`src/rtl/css_pkg.sv`:
```
// css_pkg: shared types and constants of the charge stop sequencer
// item structs, configuration struct, register indexes, status bit positions
// no dependencies
package css_pkg;

    // input item
    typedef struct packed {
        logic        req_type;
        logic        battery_stop_seen;
        logic        battery_stats_seen;
        logic [15:0] module_current;
        logic [15:0] module_voltage;
        logic        gun_connected;
        logic [6:0]  fault_flags;
        logic [15:0] charge_minutes;
    } css_req_t;

    // result item
    typedef struct packed {
        logic        send_stop_msg;
        logic        send_stats_msg;
        logic        send_error_msg;
        logic        err_stop_timeout;
        logic        err_stats_timeout;
        logic [15:0] stats_minutes;
        logic        battery_power_on;
        logic        gun_lock_on;
        logic        open_contactors;
        logic        module_off;
        logic        stop_done;
    } css_res_t;

    // input register contents handed to the core
    typedef struct packed {
        logic     valid;
        css_req_t data;
    } css_stage_t;

    // configuration register file contents
    typedef struct packed {
        logic [15:0] stop_current_threshold;
        logic [15:0] discharge_voltage_threshold;
        logic [15:0] battery_stop_timeout;
        logic [15:0] battery_stats_timeout;
        logic [15:0] gun_loss_delay;
    } css_cfg_t;

    localparam int CFG_IDX_W = 3;
    localparam int CFG_DATA_W = 16;

    // register indexes
    localparam logic [CFG_IDX_W-1:0] CFG_STOP_CURRENT   = 3'd0;
    localparam logic [CFG_IDX_W-1:0] CFG_DISCHARGE_VOLT = 3'd1;
    localparam logic [CFG_IDX_W-1:0] CFG_STOP_TIMEOUT   = 3'd2;
    localparam logic [CFG_IDX_W-1:0] CFG_STATS_TIMEOUT  = 3'd3;
    localparam logic [CFG_IDX_W-1:0] CFG_GUN_LOSS_DELAY = 3'd4;

    // register reset values
    localparam logic [15:0] RST_STOP_CURRENT   = 16'd50;
    localparam logic [15:0] RST_DISCHARGE_VOLT = 16'd600;
    localparam logic [15:0] RST_STOP_TIMEOUT   = 16'd5000;
    localparam logic [15:0] RST_STATS_TIMEOUT  = 16'd10000;
    localparam logic [15:0] RST_GUN_LOSS_DELAY = 16'd100;

    // request codes
    localparam logic REQ_START = 1'b0;
    localparam logic REQ_TICK  = 1'b1;

    // status bit positions
    localparam int SB_STOP_ERR  = 0;
    localparam int SB_STATS_ERR = 1;
    localparam int SB_END       = 2;
    localparam int SB_GUN_OUT   = 3;
    localparam int SB_POWER     = 4;
    localparam int SB_LOCK      = 5;
    localparam int SB_W         = 6;

    // timer slots
    localparam int T_STOP_MSG     = 0;
    localparam int T_STATS_MSG    = 1;
    localparam int T_ERROR_MSG    = 2;
    localparam int T_STOP_WAIT    = 3;
    localparam int T_STATS_WAIT   = 4;
    localparam int T_CURRENT_WAIT = 5;
    localparam int T_DISCHARGE    = 6;
    localparam int T_GUN_LOSS     = 7;
    localparam int NUM_TIMERS     = 8;

    // repeat counter
    localparam int          RC_W   = 4;
    localparam logic [3:0]  RC_MAX = 4'd15;

    // width used for the timer limit compares
    localparam int CMP_W = 33;

endpackage

```
`src/rtl/css_channels_if.sv`:
```
// css_channels_if: valid/ready channel interfaces for request and result items
// depends on css_pkg for the payload structs
interface css_req_if import css_pkg::*; ();
    logic     valid;
    logic     ready;
    css_req_t data;

    modport source (output valid, output data, input ready);
    modport sink (input valid, input data, output ready);
endinterface

interface css_res_if import css_pkg::*; ();
    logic     valid;
    logic     ready;
    css_res_t data;

    modport source (output valid, output data, input ready);
    modport sink (input valid, input data, output ready);
endinterface

```
`src/rtl/css_cfg_regs.sv`:
```
// css_cfg_regs: configuration register file of the charge stop sequencer
// depends on css_pkg for register indexes and reset values
module css_cfg_regs import css_pkg::*;
(
    input  logic                  clk,
    input  logic                  rst_n,
    input  logic                  cfg_we,
    input  logic [CFG_IDX_W-1:0]  cfg_index,
    input  logic [CFG_DATA_W-1:0] cfg_data,
    output css_cfg_t              cfg
);

    css_cfg_t cfg_reg;

    // register writes, unknown indexes ignored
    always_ff @(posedge clk or negedge rst_n)
    begin
        if (!rst_n)
        begin
            cfg_reg.stop_current_threshold      <= RST_STOP_CURRENT;
            cfg_reg.discharge_voltage_threshold <= RST_DISCHARGE_VOLT;
            cfg_reg.battery_stop_timeout        <= RST_STOP_TIMEOUT;
            cfg_reg.battery_stats_timeout       <= RST_STATS_TIMEOUT;
            cfg_reg.gun_loss_delay              <= RST_GUN_LOSS_DELAY;
        end
        else if (cfg_we)
        begin
            unique case (cfg_index)
                CFG_STOP_CURRENT:   cfg_reg.stop_current_threshold      <= cfg_data;
                CFG_DISCHARGE_VOLT: cfg_reg.discharge_voltage_threshold <= cfg_data;
                CFG_STOP_TIMEOUT:   cfg_reg.battery_stop_timeout        <= cfg_data;
                CFG_STATS_TIMEOUT:  cfg_reg.battery_stats_timeout       <= cfg_data;
                CFG_GUN_LOSS_DELAY: cfg_reg.gun_loss_delay              <= cfg_data;
                default:            ;
            endcase
        end
    end

    assign cfg = cfg_reg;

endmodule

```
`src/rtl/css_input_stage.sv`:
```
// css_input_stage: input register in front of the sequencer core
// depends on css_pkg and css_channels_if
module css_input_stage import css_pkg::*;
(
    input  logic       clk,
    input  logic       rst_n,
    css_req_if.sink    req,
    input  logic       take,
    output css_stage_t stage
);

    logic     valid_reg;
    logic     valid_next;
    css_req_t data_reg;
    logic     load;

    // room when empty or when the held item moves on this cycle
    assign req.ready = !valid_reg || take;
    assign load      = req.valid && req.ready;

    always_comb
    begin
        valid_next = valid_reg;
        if (load)
            valid_next = 1'b1;
        else if (take)
            valid_next = 1'b0;
    end

    always_ff @(posedge clk or negedge rst_n)
    begin
        if (!rst_n)
            valid_reg <= 1'b0;
        else
            valid_reg <= valid_next;
    end

    // payload, no reset
    always_ff @(posedge clk)
    begin
        if (load)
            data_reg <= req.data;
    end

    assign stage.valid = valid_reg;
    assign stage.data  = data_reg;

endmodule

```
`src/rtl/css_core.sv`:
```
// css_core: stop phase state, single pass step logic and result register
// depends on css_pkg and css_channels_if
module css_core import css_pkg::*;
#(
    parameter int STOP_MSG_PERIOD  = 8,
    parameter int REPEAT_PERIOD    = 250,
    parameter int REPEAT_LIMIT     = 5,
    parameter int CURRENT_WAIT_MAX = 120,
    parameter int DISCHARGE_MAX    = 4000,
    parameter int TIMER_WIDTH      = 16
)
(
    input  logic       clk,
    input  logic       rst_n,
    input  css_stage_t stage,
    input  css_cfg_t   cfg,
    output logic       take,
    css_res_if.source  res
);

    typedef struct packed {
        logic                   active;
        logic [TIMER_WIDTH-1:0] count;
    } tmr_t;

    localparam logic [CMP_W-1:0] LIM_STOP_MSG  = CMP_W'(STOP_MSG_PERIOD);
    localparam logic [CMP_W-1:0] LIM_REPEAT    = CMP_W'(REPEAT_PERIOD);
    localparam logic [CMP_W-1:0] LIM_CURRENT   = CMP_W'(CURRENT_WAIT_MAX);
    localparam logic [CMP_W-1:0] LIM_DISCHARGE = CMP_W'(DISCHARGE_MAX);
    localparam logic [RC_W-1:0]  LIM_REPEAT_N  = RC_W'(REPEAT_LIMIT);

    tmr_t            tmr_reg  [NUM_TIMERS];
    tmr_t            tmr_next [NUM_TIMERS];
    logic [RC_W-1:0] rc_reg;
    logic [RC_W-1:0] rc_next;
    logic [SB_W-1:0] sb_reg;
    logic [SB_W-1:0] sb_next;
    logic            out_valid_reg;
    logic            out_valid_next;
    css_res_t        out_data_reg;
    css_res_t        out_data_next;
    logic            out_free;

    function automatic logic [CMP_W-1:0] ext16(input logic [15:0] v);
        ext16 = {{(CMP_W-16){1'b0}}, v};
    endfunction

    function automatic logic past(input tmr_t t, input logic [CMP_W-1:0] lim);
        past = t.active && ({{(CMP_W-TIMER_WIDTH){1'b0}}, t.count} > lim);
    endfunction

    // handshake: the item moves when the result register is free
    assign out_free = !out_valid_reg || res.ready;
    assign take     = stage.valid && out_free;

    always_comb
    begin
        out_valid_next = out_valid_reg;
        if (take)
            out_valid_next = 1'b1;
        else if (res.ready)
            out_valid_next = 1'b0;
    end

    // one step of the stop phase
    always_comb
    begin
        tmr_next      = tmr_reg;
        rc_next       = rc_reg;
        sb_next       = sb_reg;
        out_data_next = '0;

        if (stage.data.req_type == REQ_START)
        begin
            // arm the phase
            sb_next = '0;
            sb_next[SB_POWER] = 1'b1;
            sb_next[SB_LOCK]  = 1'b1;
            rc_next = '0;
            tmr_next[T_STOP_MSG]     = '{active: 1'b1, count: '0};
            tmr_next[T_STATS_MSG]    = '{active: 1'b0, count: '0};
            tmr_next[T_ERROR_MSG]    = '{active: 1'b0, count: '0};
            tmr_next[T_STOP_WAIT]    = '{active: !stage.data.battery_stop_seen, count: '0};
            tmr_next[T_STATS_WAIT]   = '{active: 1'b1, count: '0};
            tmr_next[T_CURRENT_WAIT] = '{active: 1'b1, count: '0};
            tmr_next[T_DISCHARGE]    = '{active: 1'b0, count: '0};
            tmr_next[T_GUN_LOSS]     = '{active: 1'b0, count: '0};
            out_data_next.send_stop_msg = 1'b1;
            out_data_next.module_off    = 1'b1;
        end
        else
        begin
            // advance every active timer, saturating
            for (int i = 0; i < NUM_TIMERS; i++)
            begin
                if (tmr_next[i].active && (tmr_next[i].count != {TIMER_WIDTH{1'b1}}))
                    tmr_next[i].count = tmr_next[i].count + 1'b1;
            end

            // stop message repeat
            if (past(tmr_next[T_STOP_MSG], LIM_STOP_MSG))
            begin
                out_data_next.send_stop_msg = 1'b1;
                tmr_next[T_STOP_MSG] = '{active: 1'b1, count: '0};
            end

            // statistics message repeat
            if (past(tmr_next[T_STATS_MSG], LIM_REPEAT))
            begin
                out_data_next.send_stats_msg = 1'b1;
                out_data_next.stats_minutes  = stage.data.charge_minutes;
                tmr_next[T_STATS_MSG] = '{active: 1'b1, count: '0};
                if (rc_next != RC_MAX)
                    rc_next = rc_next + 1'b1;
                if (rc_next > LIM_REPEAT_N)
                begin
                    sb_next[SB_POWER] = 1'b0;
                    tmr_next[T_STATS_MSG] = '{active: 1'b0, count: '0};
                end
            end

            // error message repeat, silent restart with no error bits
            if (past(tmr_next[T_ERROR_MSG], LIM_REPEAT))
            begin
                tmr_next[T_ERROR_MSG] = '{active: 1'b1, count: '0};
                if (sb_next[SB_STOP_ERR] || sb_next[SB_STATS_ERR])
                begin
                    out_data_next.send_error_msg = 1'b1;
                    if (rc_next != RC_MAX)
                        rc_next = rc_next + 1'b1;
                    if (rc_next > LIM_REPEAT_N)
                    begin
                        sb_next[SB_POWER] = 1'b0;
                        tmr_next[T_ERROR_MSG] = '{active: 1'b0, count: '0};
                    end
                end
            end

            // wait for battery stop message
            if (tmr_next[T_STOP_WAIT].active)
            begin
                if (stage.data.battery_stop_seen)
                begin
                    sb_next[SB_STOP_ERR] = 1'b0;
                    tmr_next[T_STOP_WAIT] = '{active: 1'b0, count: '0};
                end
                else if (ext16(cfg.battery_stop_timeout) <
                         {{(CMP_W-TIMER_WIDTH){1'b0}}, tmr_next[T_STOP_WAIT].count})
                begin
                    sb_next[SB_STOP_ERR] = 1'b1;
                    tmr_next[T_ERROR_MSG] = '{active: 1'b1, count: '0};
                    tmr_next[T_STOP_WAIT] = '{active: 1'b0, count: '0};
                end
            end

            // wait for battery statistics message
            if (tmr_next[T_STATS_WAIT].active)
            begin
                if (stage.data.battery_stats_seen)
                begin
                    sb_next[SB_STATS_ERR] = 1'b0;
                    tmr_next[T_STATS_MSG]  = '{active: 1'b1, count: '0};
                    tmr_next[T_STATS_WAIT] = '{active: 1'b0, count: '0};
                    tmr_next[T_STOP_MSG]   = '{active: 1'b0, count: '0};
                end
                else if (ext16(cfg.battery_stats_timeout) <
                         {{(CMP_W-TIMER_WIDTH){1'b0}}, tmr_next[T_STATS_WAIT].count})
                begin
                    if (!sb_next[SB_STOP_ERR])
                    begin
                        sb_next[SB_STATS_ERR] = 1'b1;
                        tmr_next[T_ERROR_MSG] = '{active: 1'b1, count: '0};
                    end
                    tmr_next[T_STATS_WAIT] = '{active: 1'b0, count: '0};
                    tmr_next[T_STOP_MSG]   = '{active: 1'b0, count: '0};
                end
            end

            // current fall, then open contactors and discharge
            if (tmr_next[T_CURRENT_WAIT].active &&
                ((stage.data.module_current < cfg.stop_current_threshold) ||
                 past(tmr_next[T_CURRENT_WAIT], LIM_CURRENT)))
            begin
                out_data_next.open_contactors = 1'b1;
                tmr_next[T_DISCHARGE]    = '{active: 1'b1, count: '0};
                tmr_next[T_CURRENT_WAIT] = '{active: 1'b0, count: '0};
            end

            // end of discharge
            if (tmr_next[T_DISCHARGE].active &&
                ((stage.data.module_voltage < cfg.discharge_voltage_threshold) ||
                 past(tmr_next[T_DISCHARGE], LIM_DISCHARGE)))
            begin
                sb_next[SB_END] = 1'b1;
                tmr_next[T_DISCHARGE] = '{active: 1'b0, count: '0};
            end

            // unlock and report done
            if (sb_next[SB_END] && (rc_next > LIM_REPEAT_N))
            begin
                sb_next[SB_LOCK] = 1'b0;
                if (sb_next[SB_GUN_OUT])
                    out_data_next.stop_done = 1'b1;
            end

            // gun withdrawal
            if (!stage.data.gun_connected)
            begin
                if (!tmr_next[T_GUN_LOSS].active)
                    tmr_next[T_GUN_LOSS] = '{active: 1'b1, count: '0};
            end
            else
            begin
                tmr_next[T_GUN_LOSS] = '{active: 1'b0, count: '0};
            end

            if (past(tmr_next[T_GUN_LOSS], ext16(cfg.gun_loss_delay)))
            begin
                out_data_next.module_off      = 1'b1;
                out_data_next.open_contactors = 1'b1;
                sb_next[SB_GUN_OUT] = 1'b1;
                tmr_next[T_GUN_LOSS] = '{active: 1'b0, count: '0};
            end

            // any fault forces power down
            if (stage.data.fault_flags != '0)
            begin
                out_data_next.module_off      = 1'b1;
                out_data_next.open_contactors = 1'b1;
            end
        end

        // levels from the updated status
        out_data_next.err_stop_timeout  = sb_next[SB_STOP_ERR];
        out_data_next.err_stats_timeout = sb_next[SB_STATS_ERR];
        out_data_next.battery_power_on  = sb_next[SB_POWER];
        out_data_next.gun_lock_on       = sb_next[SB_LOCK];
    end

    // state registers, updated once per item
    always_ff @(posedge clk or negedge rst_n)
    begin
        if (!rst_n)
        begin
            for (int i = 0; i < NUM_TIMERS; i++)
                tmr_reg[i] <= '{active: 1'b0, count: '0};
            rc_reg        <= '0;
            sb_reg        <= '0;
            out_valid_reg <= 1'b0;
        end
        else
        begin
            if (take)
            begin
                tmr_reg <= tmr_next;
                rc_reg  <= rc_next;
                sb_reg  <= sb_next;
            end
            out_valid_reg <= out_valid_next;
        end
    end

    // result payload, no reset
    always_ff @(posedge clk)
    begin
        if (take)
            out_data_reg <= out_data_next;
    end

    assign res.valid = out_valid_reg;
    assign res.data  = out_data_reg;

endmodule

```
`src/rtl/charge_stop_sequencer.sv`:
```
// charge_stop_sequencer: top level of the DC charger stop phase sequencer
// depends on css_pkg, css_channels_if, css_cfg_regs, css_input_stage, css_core
//
//   channel  direction  handshake          payload
//   req      in         valid/ready        css_req_t (start or tick item)
//   res      out        valid/ready        css_res_t (one result per item)
//   cfg      in         cfg_we, no ready   cfg_index, cfg_data
//
// one item per cycle sustained while res is ready; an accepted item sits in the input
// register until the result register is free, and its step then writes that register
// reset clears the valid bits, timers, repeat count and status bits and
// loads the register defaults; no clearing pass
// a stalled result holds the result register and, through it, the input
// register; the input takes a new item whenever its register is empty
module charge_stop_sequencer import css_pkg::*;
#(
    parameter int STOP_MSG_PERIOD  = 8,
    parameter int REPEAT_PERIOD    = 250,
    parameter int REPEAT_LIMIT     = 5,
    parameter int CURRENT_WAIT_MAX = 120,
    parameter int DISCHARGE_MAX    = 4000,
    parameter int TIMER_WIDTH      = 16
)
(
    input  logic                  clk,
    input  logic                  rst_n,
    css_req_if.sink               req,
    css_res_if.source             res,
    input  logic                  cfg_we,
    input  logic [CFG_IDX_W-1:0]  cfg_index,
    input  logic [CFG_DATA_W-1:0] cfg_data
);

    css_cfg_t   cfg;
    css_stage_t stage;
    logic       take;

    // configuration registers
    css_cfg_regs u_cfg (
        .clk       (clk),
        .rst_n     (rst_n),
        .cfg_we    (cfg_we),
        .cfg_index (cfg_index),
        .cfg_data  (cfg_data),
        .cfg       (cfg)
    );

    // input register
    css_input_stage u_in (
        .clk   (clk),
        .rst_n (rst_n),
        .req   (req),
        .take  (take),
        .stage (stage)
    );

    // step logic and result register
    css_core #(
        .STOP_MSG_PERIOD  (STOP_MSG_PERIOD),
        .REPEAT_PERIOD    (REPEAT_PERIOD),
        .REPEAT_LIMIT     (REPEAT_LIMIT),
        .CURRENT_WAIT_MAX (CURRENT_WAIT_MAX),
        .DISCHARGE_MAX    (DISCHARGE_MAX),
        .TIMER_WIDTH      (TIMER_WIDTH)
    ) u_core (
        .clk   (clk),
        .rst_n (rst_n),
        .stage (stage),
        .cfg   (cfg),
        .take  (take),
        .res   (res)
    );

endmodule

```
`src/flat_wrapper.sv`:
```
// flat-port wrapper written by rule: the top's interface ports become plain ports
module charge_stop_sequencer_flat import css_pkg::*;
#(
    parameter int STOP_MSG_PERIOD  = 8,
    parameter int REPEAT_PERIOD    = 250,
    parameter int REPEAT_LIMIT     = 5,
    parameter int CURRENT_WAIT_MAX = 120,
    parameter int DISCHARGE_MAX    = 4000,
    parameter int TIMER_WIDTH      = 16
)
  (clk, rst_n, cfg_we, cfg_index, cfg_data, req_valid, req_data, req_ready, res_valid, res_data, res_ready);
  css_req_if req_i ();
  css_res_if res_i ();
  input  logic clk;
  input  logic rst_n;
  input  logic cfg_we;
  input  logic [CFG_IDX_W-1:0] cfg_index;
  input  logic [CFG_DATA_W-1:0] cfg_data;
  input wire logic [$bits(req_i.valid)-1:0] req_valid;
  input wire logic [$bits(req_i.data)-1:0] req_data;
  output wire logic [$bits(req_i.ready)-1:0] req_ready;
  output wire logic [$bits(res_i.valid)-1:0] res_valid;
  output wire logic [$bits(res_i.data)-1:0] res_data;
  input wire logic [$bits(res_i.ready)-1:0] res_ready;
  assign req_i.valid = req_valid;
  assign req_i.data = req_data;
  assign req_ready = req_i.ready;
  assign res_valid = res_i.valid;
  assign res_data = res_i.data;
  assign res_i.ready = res_ready;
  charge_stop_sequencer #(.STOP_MSG_PERIOD(STOP_MSG_PERIOD), .REPEAT_PERIOD(REPEAT_PERIOD), .REPEAT_LIMIT(REPEAT_LIMIT), .CURRENT_WAIT_MAX(CURRENT_WAIT_MAX), .DISCHARGE_MAX(DISCHARGE_MAX), .TIMER_WIDTH(TIMER_WIDTH)) u_core (.clk(clk), .rst_n(rst_n), .req(req_i), .res(res_i), .cfg_we(cfg_we), .cfg_index(cfg_index), .cfg_data(cfg_data));
endmodule
```
`config.mk`:
```
export PLATFORM = sky130hd
export DESIGN_NAME = charge_stop_sequencer_flat
export DESIGN_NICKNAME = d
export VERILOG_FILES = /design/src/rtl/css_pkg.sv /design/src/rtl/css_channels_if.sv /design/src/rtl/css_cfg_regs.sv /design/src/rtl/css_input_stage.sv /design/src/rtl/css_core.sv /design/src/rtl/charge_stop_sequencer.sv /design/src/flat_wrapper.sv
export SDC_FILE = /design/constraint.sdc
export NUM_CORES = 1
export LEC_CHECK = 0
export BUFFER_PORTS_ARGS = -buffer_cell sky130_fd_sc_hd__buf_2
export CAP_MARGIN = 25
export CORE_MARGIN = 2
export CORE_UTILIZATION = 40
export DETAILED_ROUTE_END_ITERATION = 16
export PLACE_DENSITY = 0.53
export SLEW_MARGIN = 20
export SYNTH_ARGS = -nofsm -noshare
export SYNTH_HDL_FRONTEND = slang
export SYNTH_SLANG_ARGS = --single-unit
```
`constraint.sdc`:
```
create_clock -name clk -period 5.06 [get_ports clk]
set_input_delay 0.506 -clock clk [delete_from_list [all_inputs] [get_ports clk]]
set_output_delay 0.506 -clock clk [all_outputs]
set_load 0.05 [all_outputs]
```
==> results.tsv, run 1 <==
stage	metric	value	unit
synthesis	synth.distinct_cells	83	
critical_path	cp-start-kind	flip-flop	
floorplan	die_h	209	um
clock_network	cts_tree	done	
timing	hold_viol_final	0	
pwr	pwr-share-clk	39.9	%
synthesis	avgSynthCellArea	10.2	sq um
route	drt-pass1-iter-count	5	
timing	post-route-min-period	4.80	ns
floorplan	rows	75	
synthesis	synthMuxAreaShare	4.14	%
clock_network	path_clk_slew	0.06	ns
placement	dp_cells	2249	
clock_network	cts_buffers	39	
pwr	leakage	8.19	nW
route	initialDrtViolationCount	773	
synthesis	yosysSeqAreaShare	49.1	%
synthesis	ys_warn_count	0	
clock_network	ctsLongestPathBuffers	3	
placement	place_hpwl	27500	um
clock_network	h-tree-depth	2	
pwr	swShare	27.7	%
clock_network	clkSinkCount	313	
pwr	power_switching	1.89	mW
route	detail-route-antenna-nets	0	
cells_and_area	largest_reg_flops	136	
synthesis	ys_ff_latch	313	
worst_hold_path	hold_class	in -> reg	
synthesis	synth_top_family_by_area	simple AND/OR/NAND/NOR gates	
route	drc	0	
timing	setup_viol	0	
cells_and_area	syn2layout_area_growth	14.4	%
pwr	p_seq_share	44.6	%
synthesis	synth-simple-area-share	17.4	%
synthesis	synth_area_leaders	dfrtp_1 (31%), edfxtp_1 (15%), ha_1 (6.5%)	
critical_path	rr_worst_depth	17	
route	wl	39900	um
synthesis	synth_compound_area_share	16.0	%
floorplan	ioPinCount	111	
placement	dpl_cell_area	0.0180	sq mm
critical_path	endpoint	u_core.u_core.tmr_reg[97]	
timing	slew-limit-headroom	38.5	%
critical_path	r2r_slack	0.26	ns
timing	report.final.slew_viol_count	0	
pwr	peakVddDrop	0.280	mV
global_routing	antenna_found_initial	0	
timing	worstMarginPinSlew	0.923	ns
synthesis	syn_inst	1649	
floorplan	start_util	40.4	%
cells_and_area	layoutNonFillerInstCount	2326	
pwr	comb_power_share	15.5	%
critical_path	worstSetupEndpointType	flip-flop	
critical_path	required	5.49	ns
global_routing	grt_pass1_vias	12400	
cells_and_area	layout-drive-gt1-share	16.2	%
timing	period_share	94.9	%
synthesis	synth_xor_area_share	3.38	%
route	vias	12700	
route	viasPerCell	5.47	
synthesis	syn_area	0.0169	sq mm
outcome	status	completed	
synthesis	yosys.area.top_type_share	30.9	%
pwr	p_int	4.92	mW
floorplan	dieWidth	209	um
floorplan	dieArea	0.0438	sq mm
global_routing	grt_overflow_total	0	
floorplan	core	0.0418	sq mm
timing	rsz0062_at_grt	yes	
critical_path	crit_type	reg -> reg	
global_routing	grt_pass1_wl	65700	um
timing	fmax	208	MHz
timing	finClkSkew	0.0297	ns
critical_path	arrival	5.23	ns
critical_path	crit_path_start	u_core.u_core.tmr_reg[57]	
route	wl_per_cell	17.2	um
synthesis	synth_area_leader_cell	dfrtp_1	
clock_network	cts-root-buf	clkbuf_16	
synthesis	synth_flop_cell	dfrtp_1	
synthesis	synth_edf_count	85	
cells_and_area	diodes	0	
synthesis	synth_async_sr_flop_share	72.8	%
flow_run	maxCapViolations	0	
global_routing	grt_usage	18.6	%
critical_path	reg2reg_from	u_core.u_core.tmr_reg[57]	
clock_network	clk_latency	0.56	ns
cells_and_area	fin_area	0.0193	sq mm
synthesis	synthAdderAreaFrac	6.45	%
pwr	power_density	353	mW/mm^2
placement	place_congestion	0.841	
critical_path	reg2reg_to	u_core.u_core.tmr_reg[97]	
synthesis	syn_nets	1819	
placement	numPortBuffers	110	
global_routing	grt_max_degree	98	
critical_path	worstPathMaxFanout	9	
timing	whs	0.116	ns
cells_and_area	final.fill_count	3974	
cells_and_area	fin_nets	1927	
## power groups by stage
| stage | clock [mW] | sequential [mW] | combinational [mW] |
|---|---|---|---|
| after global routing | 2.91 | 3.07 | 1.21 |
| after floorplan | 0 | 3.05 | 0.722 |
| after CTS | 2.80 | 3.03 | 1.06 |
| final | 2.72 | 3.04 | 1.06 |
| after detailed placement | 0 | 3.08 | 1.06 |
| after global placement | 0 | 3.07 | 1.03 |
## placed cells by master (no fill, tap or decap), types with 10 or more instances in the layout
| cell type | Yosys | layout |
|---|---|---|
| dfrtp_1 | 208 | 208 |
| nand2_1 | 175 | 173 |
| o21ai_0 | 129 | 129 |
| buf_2 | 12 | 109 |
| ha_1 | 87 | 87 |
| edfxtp_1 | 85 | 85 |
| inv_1 | 79 | 79 |
| nor2_1 | 76 | 76 |
| nand3_1 | 64 | 64 |
| a21oi_1 | 52 | 52 |
| and3_1 | 51 | 51 |
| nand4_1 | 46 | 46 |
| mux2_2 | 46 | 46 |
| and2_1 | 42 | 41 |
| clkbuf_16 | 0 | 40 |
| xor2_1 | 36 | 36 |
| a31oi_1 | 37 | 36 |
| a21o_1 | 35 | 34 |
| xnor2_1 | 29 | 29 |
| buf_4 | 2 | 22 |
| nand2b_1 | 21 | 21 |
| nor3_1 | 22 | 20 |
| dfstp_2 | 20 | 20 |
| a22o_1 | 19 | 19 |
| mux2i_1 | 18 | 18 |
| and4_1 | 17 | 17 |
| clkbuf_1 | 49 | 15 |
| o22ai_1 | 14 | 14 |
| o21a_1 | 13 | 13 |
| nor2b_1 | 12 | 12 |
| o31ai_1 | 11 | 11 |
| or3_1 | 10 | 10 |
## synthesized netlist by cell type (7+ instances only)
cell type / count
a21oi_1: 52
clkbuf_1: 49
and2_1: 42
nor2_1: 76
dfrtp_1: 208
inv_1: 79
and4_1: 17
buf_2: 12
ha_1: 87
and3_1: 51
a22o_1: 19
dfstp_2: 20
nand3b_1: 7
mux2i_1: 18
edfxtp_1: 85
a211oi_1: 7
xor2_1: 36
nand2_1: 175
a31oi_1: 37
nor3_1: 22
nand3_1: 64
a21o_1: 35
o22ai_1: 14
nor2b_1: 12
o21a_1: 13
o21ai_0: 129
xnor2_1: 29
o211ai_1: 7
or3_1: 10
mux2_2: 46
nand4_1: 46
nand2b_1: 21
o31ai_1: 11
## worst max-delay path, cell delays in order, from the launching register on
cell,delay [ns]
dfrtp_1,0.48
nand4_1,0.19
or4_1,0.47
o31a_1,0.39
and3_1,0.24
nor2b_1,0.20
nand4_1,0.17
xor2_1,0.18
ha_1,0.26
a21o_1,0.16
a21o_1,0.17
a21o_1,0.17
a31oi_1,0.17
o221ai_1,0.23
a211oi_2,0.55
a211oi_1,0.19
a21o_2,0.30
and2_1,0.16
## area by class of cell
cell class,instances,area (sq um),area share (%)
Sequential cell,313,8280,42.9
Multi-Input combinational cell,1189,8020,41.6
Clock buffer,60,1130,5.84
Timing Repair Buffer,134,756,3.92
Tap cell,539,674,3.50
Inverter,80,300,1.56
Clock inverter,11,126,0.655
## layer usage
metal / global-route usage [%] / part of all wire, % / vias to the layer above
met5: 0 / 0 / -
met4: 5.07 / 2.2 / 0
met3: 3.32 / 4.4 / 50
met2: 30.4 / 46 / 246
met1: 25.6 / 47 / 6165
li1: - / - / 6269
## kinds of logic after synthesis
logic type,Yosys count
adders and majority gates,87
AOI/OAI and AO/OA,400
DFF,313
buffers and inverters,147
and+or+nand+nor,573
xor gates and xnor gates,65
muxes,64
## stage by stage
step	util, %	power [mW]	setup slack [ns]	setup TNS [ns]
4_1_cts	46.1	6.90	0.0400	0
2_1_floorplan	-	3.77	0.611	0
6_report	46.2	6.81	0.257	0
3_3_place_gp	43.1	4.10	0.0814	0
5_1_grt	46.2	7.19	-0.0638	-0.425
3_5_place_dp	43.1	4.13	-0.0446	-0.0704
## worst min path at each step
stage,start,endpoint,slack (ns),cells past startpoint
final,req_data[45],u_core.u_in.stage[45],0.12,1
after CTS,rst_n,u_core.u_core.tmr_reg[121],0.006,1
after detailed placement,u_core.u_core.sb_reg[3],u_core.u_core.sb_reg[3],0.48,2
after global placement,u_core.u_core.sb_reg[3],u_core.u_core.sb_reg[3],0.48,2
after floorplan,rst_n,u_core.u_cfg.cfg[0],0.21,0
after global routing,req_data[27],u_core.u_in.stage[27],0.09,1
## what timing repair did
| action | CTS | global route |
|---|---|---|
| buffers inserted | 1 | 4 |
| resized for setup | 0 | 3 |
| endpoints found under the setup margin | 5 | 24 |
| hold endpoints to repair | 0 | 1 |
| pin swaps | 1 | 2 |
| hold buffers | 0 | 1 |
(Power assumes the default switching activity.)
==> run 2, diff against run 1 <==
--- a/config.mk
+++ b/config.mk
@@ -10,6 +10,7 @@
 export CORE_MARGIN = 2
 export CORE_UTILIZATION = 40
 export DETAILED_ROUTE_END_ITERATION = 16
+export GPL_TIMING_DRIVEN = 0
 export PLACE_DENSITY = 0.53
 export SLEW_MARGIN = 20
 export SYNTH_ARGS = -nofsm -noshare
==> run 2 against run 1 <==
  * Worst hold slack barely moved
  * Non-clock buffer count grew 56
  * Via count grew 3.0%
  * Clock skew shrank 0.010 ns
  * Count of clock-buffer cells in the layout is 4 lower
  * Flip-flop and latch count did not move
  * Core utilization is 0.74 points higher
==> results.tsv, run 2 (synthesis gave the netlist of run 1 again) <==
stage	metric	value	unit	change
floorplan	ioPinCount	111		unchanged
critical_path	worstSetupEndpointType	flip-flop		
clock_network	cts_tree	done		
critical_path	path_buf_inv	3		+3
critical_path	arrival	5.21	ns	-0.02 ns
pwr	leakage	8.31	nW	+1.5%
floorplan	core	0.0418	sq mm	unchanged
placement	place_congestion	0.884		+5.1%
pwr	peakVddDrop	0.227	mV	-19%
timing	fin_ws	0.326	ns	+0.0687 ns
critical_path	cp_slowest_stage_delay	0.44	ns	-0.11 ns
critical_path	r2r_slack	0.33	ns	+0.07 ns
floorplan	rows	75		unchanged
floorplan	start_util	40.4	%	unchanged
critical_path	reg2reg_from	u_core.u_core.tmr_reg[68]		
global_routing	antenna_found_initial	0		unchanged
clock_network	path_clk_slew	0.06	ns	about the same
critical_path	cp-start-kind	flip-flop		
timing	setup_viol	0		unchanged
route	wl_met3	1820	um	+2.5%
global_routing	grt_usage	19.8	%	+1.2 points
pwr	power_density	348	mW/mm^2	-1.4%
route	met1_length	20100	um	+6.6%
route	viasPerCell	5.51		+0.66%
route	initialDrtViolationCount	924		+20%
timing	rsz0062_at_grt	no		
timing	fmax	211	MHz	+1.5%
cells_and_area	final_cell_mix	dfrtp_1 (206), nand2_1 (174), o21ai_0 (127)		
worst_hold_path	hp-start	req_data[47]		
cells_and_area	final_common_cell	dfrtp_1		
floorplan	dieWidth	209	um	unchanged
clock_network	h-tree-depth	2		unchanged
global_routing	grt_overflow_total	0		unchanged
placement	dp_cells	2303		+2.4%
route	drc	0		unchanged
clock_network	ctsLongestPathBuffers	3		unchanged
placement	numPortBuffers	110		unchanged
timing	period_share	93.6	%	-1.4 points
route	wl_per_cell	18.0	um	+4.7%
outcome	status	completed		
flow_run	maxCapViolations	0		unchanged
worst_hold_path	hold_class	in -> reg		
global_routing	grt_max_degree	79		-19%
timing	hold_viol_final	0		unchanged
critical_path	crit_chain	ha_1, and3_1, nand3_1, o31a_1, clkbuf_4, nand4_1, nor2_2, and2_4, nor2b_4, nand3_2, xor2_2, ha_1, a21o_1, a21o_1, a21oi_2, o211ai_1, a222oi_1, buf_4, a211oi_4, a2111oi_4, buf_4, a21oi_1, mux2i_1		
timing	report.final.slew_viol_count	0		unchanged
cells_and_area	syn2layout_area_growth	16.2	%	
cells_and_area	layout-drive-gt1-share	16.9	%	+0.71 points
route	wl	42800	um	+7.2%
clock_network	clkSinkCount	313		unchanged
clock_network	clk_latency	0.56	ns	about the same
route	met2WireLength	19800	um	+8.0%
critical_path	reg2reg_to	u_core.u_core.tmr_reg[88]		
critical_path	required	5.53	ns	+0.04 ns
cells_and_area	diodes	0		unchanged
route	routed.top_layer	met4		
global_routing	grt_pass1_wl	69200	um	+5.3%
placement	place_hpwl	30400	um	+10%
cells_and_area	layoutNonFillerInstCount	2381		+2.4%
worst_hold_path	min_path_cells	1		unchanged
clock_network	cts-root-buf	clkbuf_16		
cells_and_area	postLayoutCoreUtil	46.9	%	+0.74 points
floorplan	dieArea	0.0438	sq mm	unchanged
cells_and_area	largest_reg_flops	136		unchanged
pwr	p_total	6.82	mW	+0.22%
cells_and_area	fin_nets	1982		+2.9%
critical_path	rr_worst_depth	23		+6
clock_network	cts_buffers	38		-2.6%
route	vias	13100		+3.0%
worst_hold_path	min_to	u_core.u_in.stage[47]		
route	detail-route-antenna-nets	0		unchanged
timing	finClkSkew	0.0193	ns	-0.0104 ns
timing	post-route-min-period	4.73	ns	-0.0687 ns
floorplan	die_h	209	um	unchanged
critical_path	critPathTopFamily	compound AO/OA/AOI/OAI gates		
placement	preCtsSetupSlack	-0.628	ns	-0.583 ns
timing	slew-limit-headroom	34.0	%	-4.5 points
route	drt-pass1-iter-count	5		unchanged
critical_path	worstPathMaxFanout	8		-1
cells_and_area	final.fill_count	3920		-1.4%
timing	whs	0.116	ns	-0.000341 ns
global_routing	grt_pass1_vias	12800		+3.0%
critical_path	cp_slowest_cell	dfrtp_2		
timing	worstMarginPinSlew	0.991	ns	+0.0679 ns
critical_path	crit_type	reg -> reg		
[run 2: cell count changes in the layout (fill, tap and decap cells not counted), sizes merged]
cell,previous run,this run
bufinv,2,1
clkbuf,60,106
clkinvlp,1,2
buf,133,139
inv,82,81
clkinv,6,10
[run 2: repair_timing]
item	4_1_cts	5_1_grt
pin swaps	2	7
endpoints found under the hold margin	69	0
resized for setup	7	26
setup endpoints to repair	49	59
hold buffers	1	0
buffers inserted	3	5
[run 2: power breakdown]
| part | leakage, nW | switching, mW | internal [mW] |
|---|---|---|---|
| sequential | 3.78 | 0.141 | 2.86 |
| combinational | 3.94 | 0.708 | 0.443 |
| clock | 0.593 | 1.10 | 1.57 |
| total | 8.31 | 1.95 | 4.88 |
[run 2: through the flow]
stage	cell area, sq um	TNS [ns]
floorplan	16900	0
global placement	18100	-190.99
detailed placement	18200	-8.02
CTS	19500	0
global route	19600	0
finish	19600	0
[run 2: final cells by class]
type	instances	area (sq um)	share of cell area, %
flip-flops and latches	313	8290	42.3
clock inverters	14	115	0.587
clock buffers	56	1100	5.62
multi-input cells	1189	8070	41.2
well taps	539	674	3.44
repair buffers	124	748	3.82
inverters	80	300	1.53
plain buffers	66	303	1.55
[run 2: worst max path at each step]
stage / from / endpoint / slack [ns] / cells after the start
after floorplan: u_core.u_core.tmr_reg[68] / u_core.u_core.tmr_reg[86] / 0.61 / 21
after global placement: rst_n / u_core.u_cfg.cfg[60] / -0.88 / 1
after detailed placement: u_core.u_core.tmr_reg[68] / u_core.u_core.tmr_reg[86] / -0.63 / 21
after CTS: u_core.u_core.tmr_reg[57] / u_core.u_core.tmr_reg[124] / 0.04 / 20
after global routing: u_core.u_core.tmr_reg[68] / u_core.u_core.tmr_reg[88] / 0.001 / 23
final: u_core.u_core.tmr_reg[68] / u_core.u_core.tmr_reg[88] / 0.33 / 23
[run 2: routing by layer]
layer  global-route usage [%]  vias to the layer above
met4                     5.99                        0
met3                     2.90                       69
met5                        0                        -
li1                         -                     6399
met1                     27.2                     6359
met2                     32.5                      290
==> run 3, diff against run 2 <==
--- a/config.mk
+++ b/config.mk
@@ -11,7 +11,6 @@
 export CORE_UTILIZATION = 40
 export DETAILED_ROUTE_END_ITERATION = 16
 export GPL_TIMING_DRIVEN = 0
-export PLACE_DENSITY = 0.53
 export SLEW_MARGIN = 20
 export SYNTH_ARGS = -nofsm -noshare
 export SYNTH_HDL_FRONTEND = slang
==> run 3 against run 2 <==
  * Sequential power barely moved
  * Worst setup slack got worse by 0.079 ns
  * Via count fell by 0.85%
  * Worst hold slack got worse by 0.0069 ns
  * Non-clock buffer count fell by 1
  * Count of clock-buffer cells in the layout fell by 13
  * Clock power rose by 15%
  * First-iteration DRC count rose by 12%
  * Register-to-register slack got worse by 0.08 ns
  * Final area rose by 0.88%
  * Clock skew fell by 0.0036 ns
  * Global-route usage fell by 0.65 points
==> results.tsv, run 3 (synthesis gave the netlist of run 1 again) <==
stage	metric	value	unit	change
outcome	status	completed		
clock_network	ctsLongestPathBuffers	3		unchanged
pwr	leakage	8.40	nW	+1.0%
placement	dp_cells	2302		-0.043%
critical_path	arrival	5.29	ns	+0.08 ns
cells_and_area	fin_nets	1980		-0.10%
clock_network	clkSinkCount	313		unchanged
clock_network	clk_latency	0.57	ns	about the same
placement	numPortBuffers	110		unchanged
worst_hold_path	hold_class	in -> reg		
critical_path	cp_slowest_stage_delay	0.42	ns	-0.02 ns
route	viasPerCell	5.47		-0.73%
timing	finClkSkew	0.0157	ns	-0.00362 ns
global_routing	grt_max_degree	91		+15%
cells_and_area	largest_reg_flops	136		unchanged
floorplan	ioPinCount	111		unchanged
floorplan	dieWidth	209	um	unchanged
route	met1_length	18800	um	-6.4%
cells_and_area	diodes	0		unchanged
clock_network	path_clk_slew	0.07	ns	about the same
timing	post-route-min-period	4.81	ns	+0.0786 ns
route	routed.top_layer	met4		
clock_network	h-tree-depth	2		unchanged
critical_path	cp_slowest_cell	dfrtp_1		
global_routing	grt_pass1_wl	67200	um	-2.9%
cells_and_area	final_common_cell	dfrtp_1		
critical_path	required	5.54	ns	about the same
global_routing	antenna_found_initial	0		unchanged
route	wl_met3	2050	um	+13%
critical_path	cp-start-kind	flip-flop		
placement	dpl_cell_area	0.0182	sq mm	about the same
cells_and_area	fin_area	0.0198	sq mm	+0.88%
route	detail-route-antenna-nets	0		unchanged
clock_network	cts_tree	done		
critical_path	worstPathMaxFanout	8		unchanged
route	drt-pass1-iter-count	5		unchanged
placement	place_congestion	0.870		-1.6%
global_routing	grt_overflow_total	0		unchanged
global_routing	grt_pass1_vias	12700		-0.92%
route	drc	0		unchanged
timing	hold_viol_final	0		unchanged
floorplan	core	0.0418	sq mm	unchanged
clock_network	cts-root-buf	clkbuf_16		
critical_path	crit_type	reg -> reg		
route	wl_per_cell	17.3	um	-3.8%
pwr	peakVddDrop	0.298	mV	+31%
cells_and_area	final_cell_mix	dfrtp_1 (208), nand2_1 (174), o21ai_0 (127)		
global_routing	grt_usage	19.2	%	-0.65 points
worst_hold_path	hp-start	req_data[10]		
floorplan	start_util	40.4	%	unchanged
cells_and_area	syn2layout_area_growth	17.2	%	
timing	period_share	95.1	%	+1.6 points
timing	slew-limit-headroom	37.3	%	+3.4 points
flow_run	maxCapViolations	0		unchanged
critical_path	crit_path_start	u_core.u_core.tmr_reg[68]		
pwr	power_density	365	mW/mm^2	+4.8%
cells_and_area	layoutNonFillerInstCount	2378		-0.13%
floorplan	rows	75		unchanged
critical_path	crit_chain	ha_1, and3_1, nand3_1, o31a_1, clkbuf_4, nand4_1, nor2_4, and2_1, nor2b_4, nand3_1, xor2_2, ha_1, a21o_1, a21o_1, a21oi_1, o211ai_1, a222oi_1, buf_4, a211oi_4, a2111oi_4, buf_4, a21oi_1, o21ai_0		
timing	worstMarginPinSlew	0.940	ns	-0.0505 ns
route	initialDrtViolationCount	1038		+12%
route	met2WireLength	19100	um	-3.4%
timing	setup_viol	0		unchanged
timing	report.final.slew_viol_count	0		unchanged
floorplan	die_h	209	um	unchanged
route	wl	41100	um	-3.9%
critical_path	reg2reg_from	u_core.u_core.tmr_reg[68]		
floorplan	dieArea	0.0438	sq mm	unchanged
cells_and_area	layout-drive-gt1-share	17.1	%	+0.25 points
placement	place_hpwl	29300	um	-3.5%
clock_network	cts_buffers	37		-2.6%
route	vias	13000		-0.85%
timing	fmax	208	MHz	-1.6%
critical_path	worstSetupEndpointType	flip-flop		
run 3: path summary, 6_finish.rpt:
kind / end / slack, ns / cells after the start
max in group asynchronous: u_core.u_cfg.cfg[41] / 3.32 / 4
min in group asynchronous: u_core.u_in.valid_reg / 0.47 / 2
worst max register to register: u_core.u_core.tmr_reg[85] / 0.25 / 23
worst min register to register: u_core.u_core.sb_reg[3] / 0.49 / 2
worst max-delay path: u_core.u_core.tmr_reg[85] / 0.25 / 23
worst min-delay path: u_core.u_in.stage[10] / 0.11 / 1
run 3: cell type report:
cell class | instances | area [sq um]
inverters | 80 | 300
repair buffers | 123 | 733
fillers | 3821 | 22000
clock inverters | 25 | 420
flip-flops and latches | 313 | 8280
multi-input cells | 1189 | 8070
well taps | 539 | 674
plain buffers | 66 | 298
clock buffers | 43 | 988
run 3: layer usage:
layer | track usage (%) | vias to the layer above
met5 | 0 | -
met4 | 6.70 | 0
met3 | 3.25 | 69
met2 | 31.0 | 300
met1 | 26.1 | 6252
li1 | - | 6384
run 3: what timing repair did:
item | in CTS | in global routing
endpoints found under the hold margin | 53 | 0
setup endpoints to repair | 32 | 58
pin swaps | 2 | 9
gates resized for setup | 5 | 22
hold buffers | 1 | 0
setup buffers | 3 | 5
run 3: critical path, delay by kind of cell, from the launching register on:
kind,cells,cell delay (ns)
buffers and inverters,3,0.58
adder cells (fa/ha/maj),2,0.55
AND/OR/NAND/NOR,7,1.16
AO/OA/AOI/OAI,10,1.83
flip-flops,1,0.42
XOR/XNOR,1,0.18
run 3: where the power goes:
part           total [mW]  internal [mW]  switching, mW
sequential           3.00           2.86          0.139
combinational        1.14          0.443          0.701
clock                3.06           1.93           1.14
run 3: metrics by stage:
step	setup slack (ns)	util (%)	hold WS (ns)	power [mW]	TNS, ns
final	0.247	47.3	0.109	7.21	0
after CTS	0.00275	47.1	0.0861	7.27	0
after floorplan	0.611	-	0.210	3.77	0
after detailed placement	-0.630	43.6	0.472	4.17	-7.81
after global routing	-0.0311	47.3	0.101	7.56	-0.0422
after global placement	-0.732	43.3	0.470	4.12	-156.52
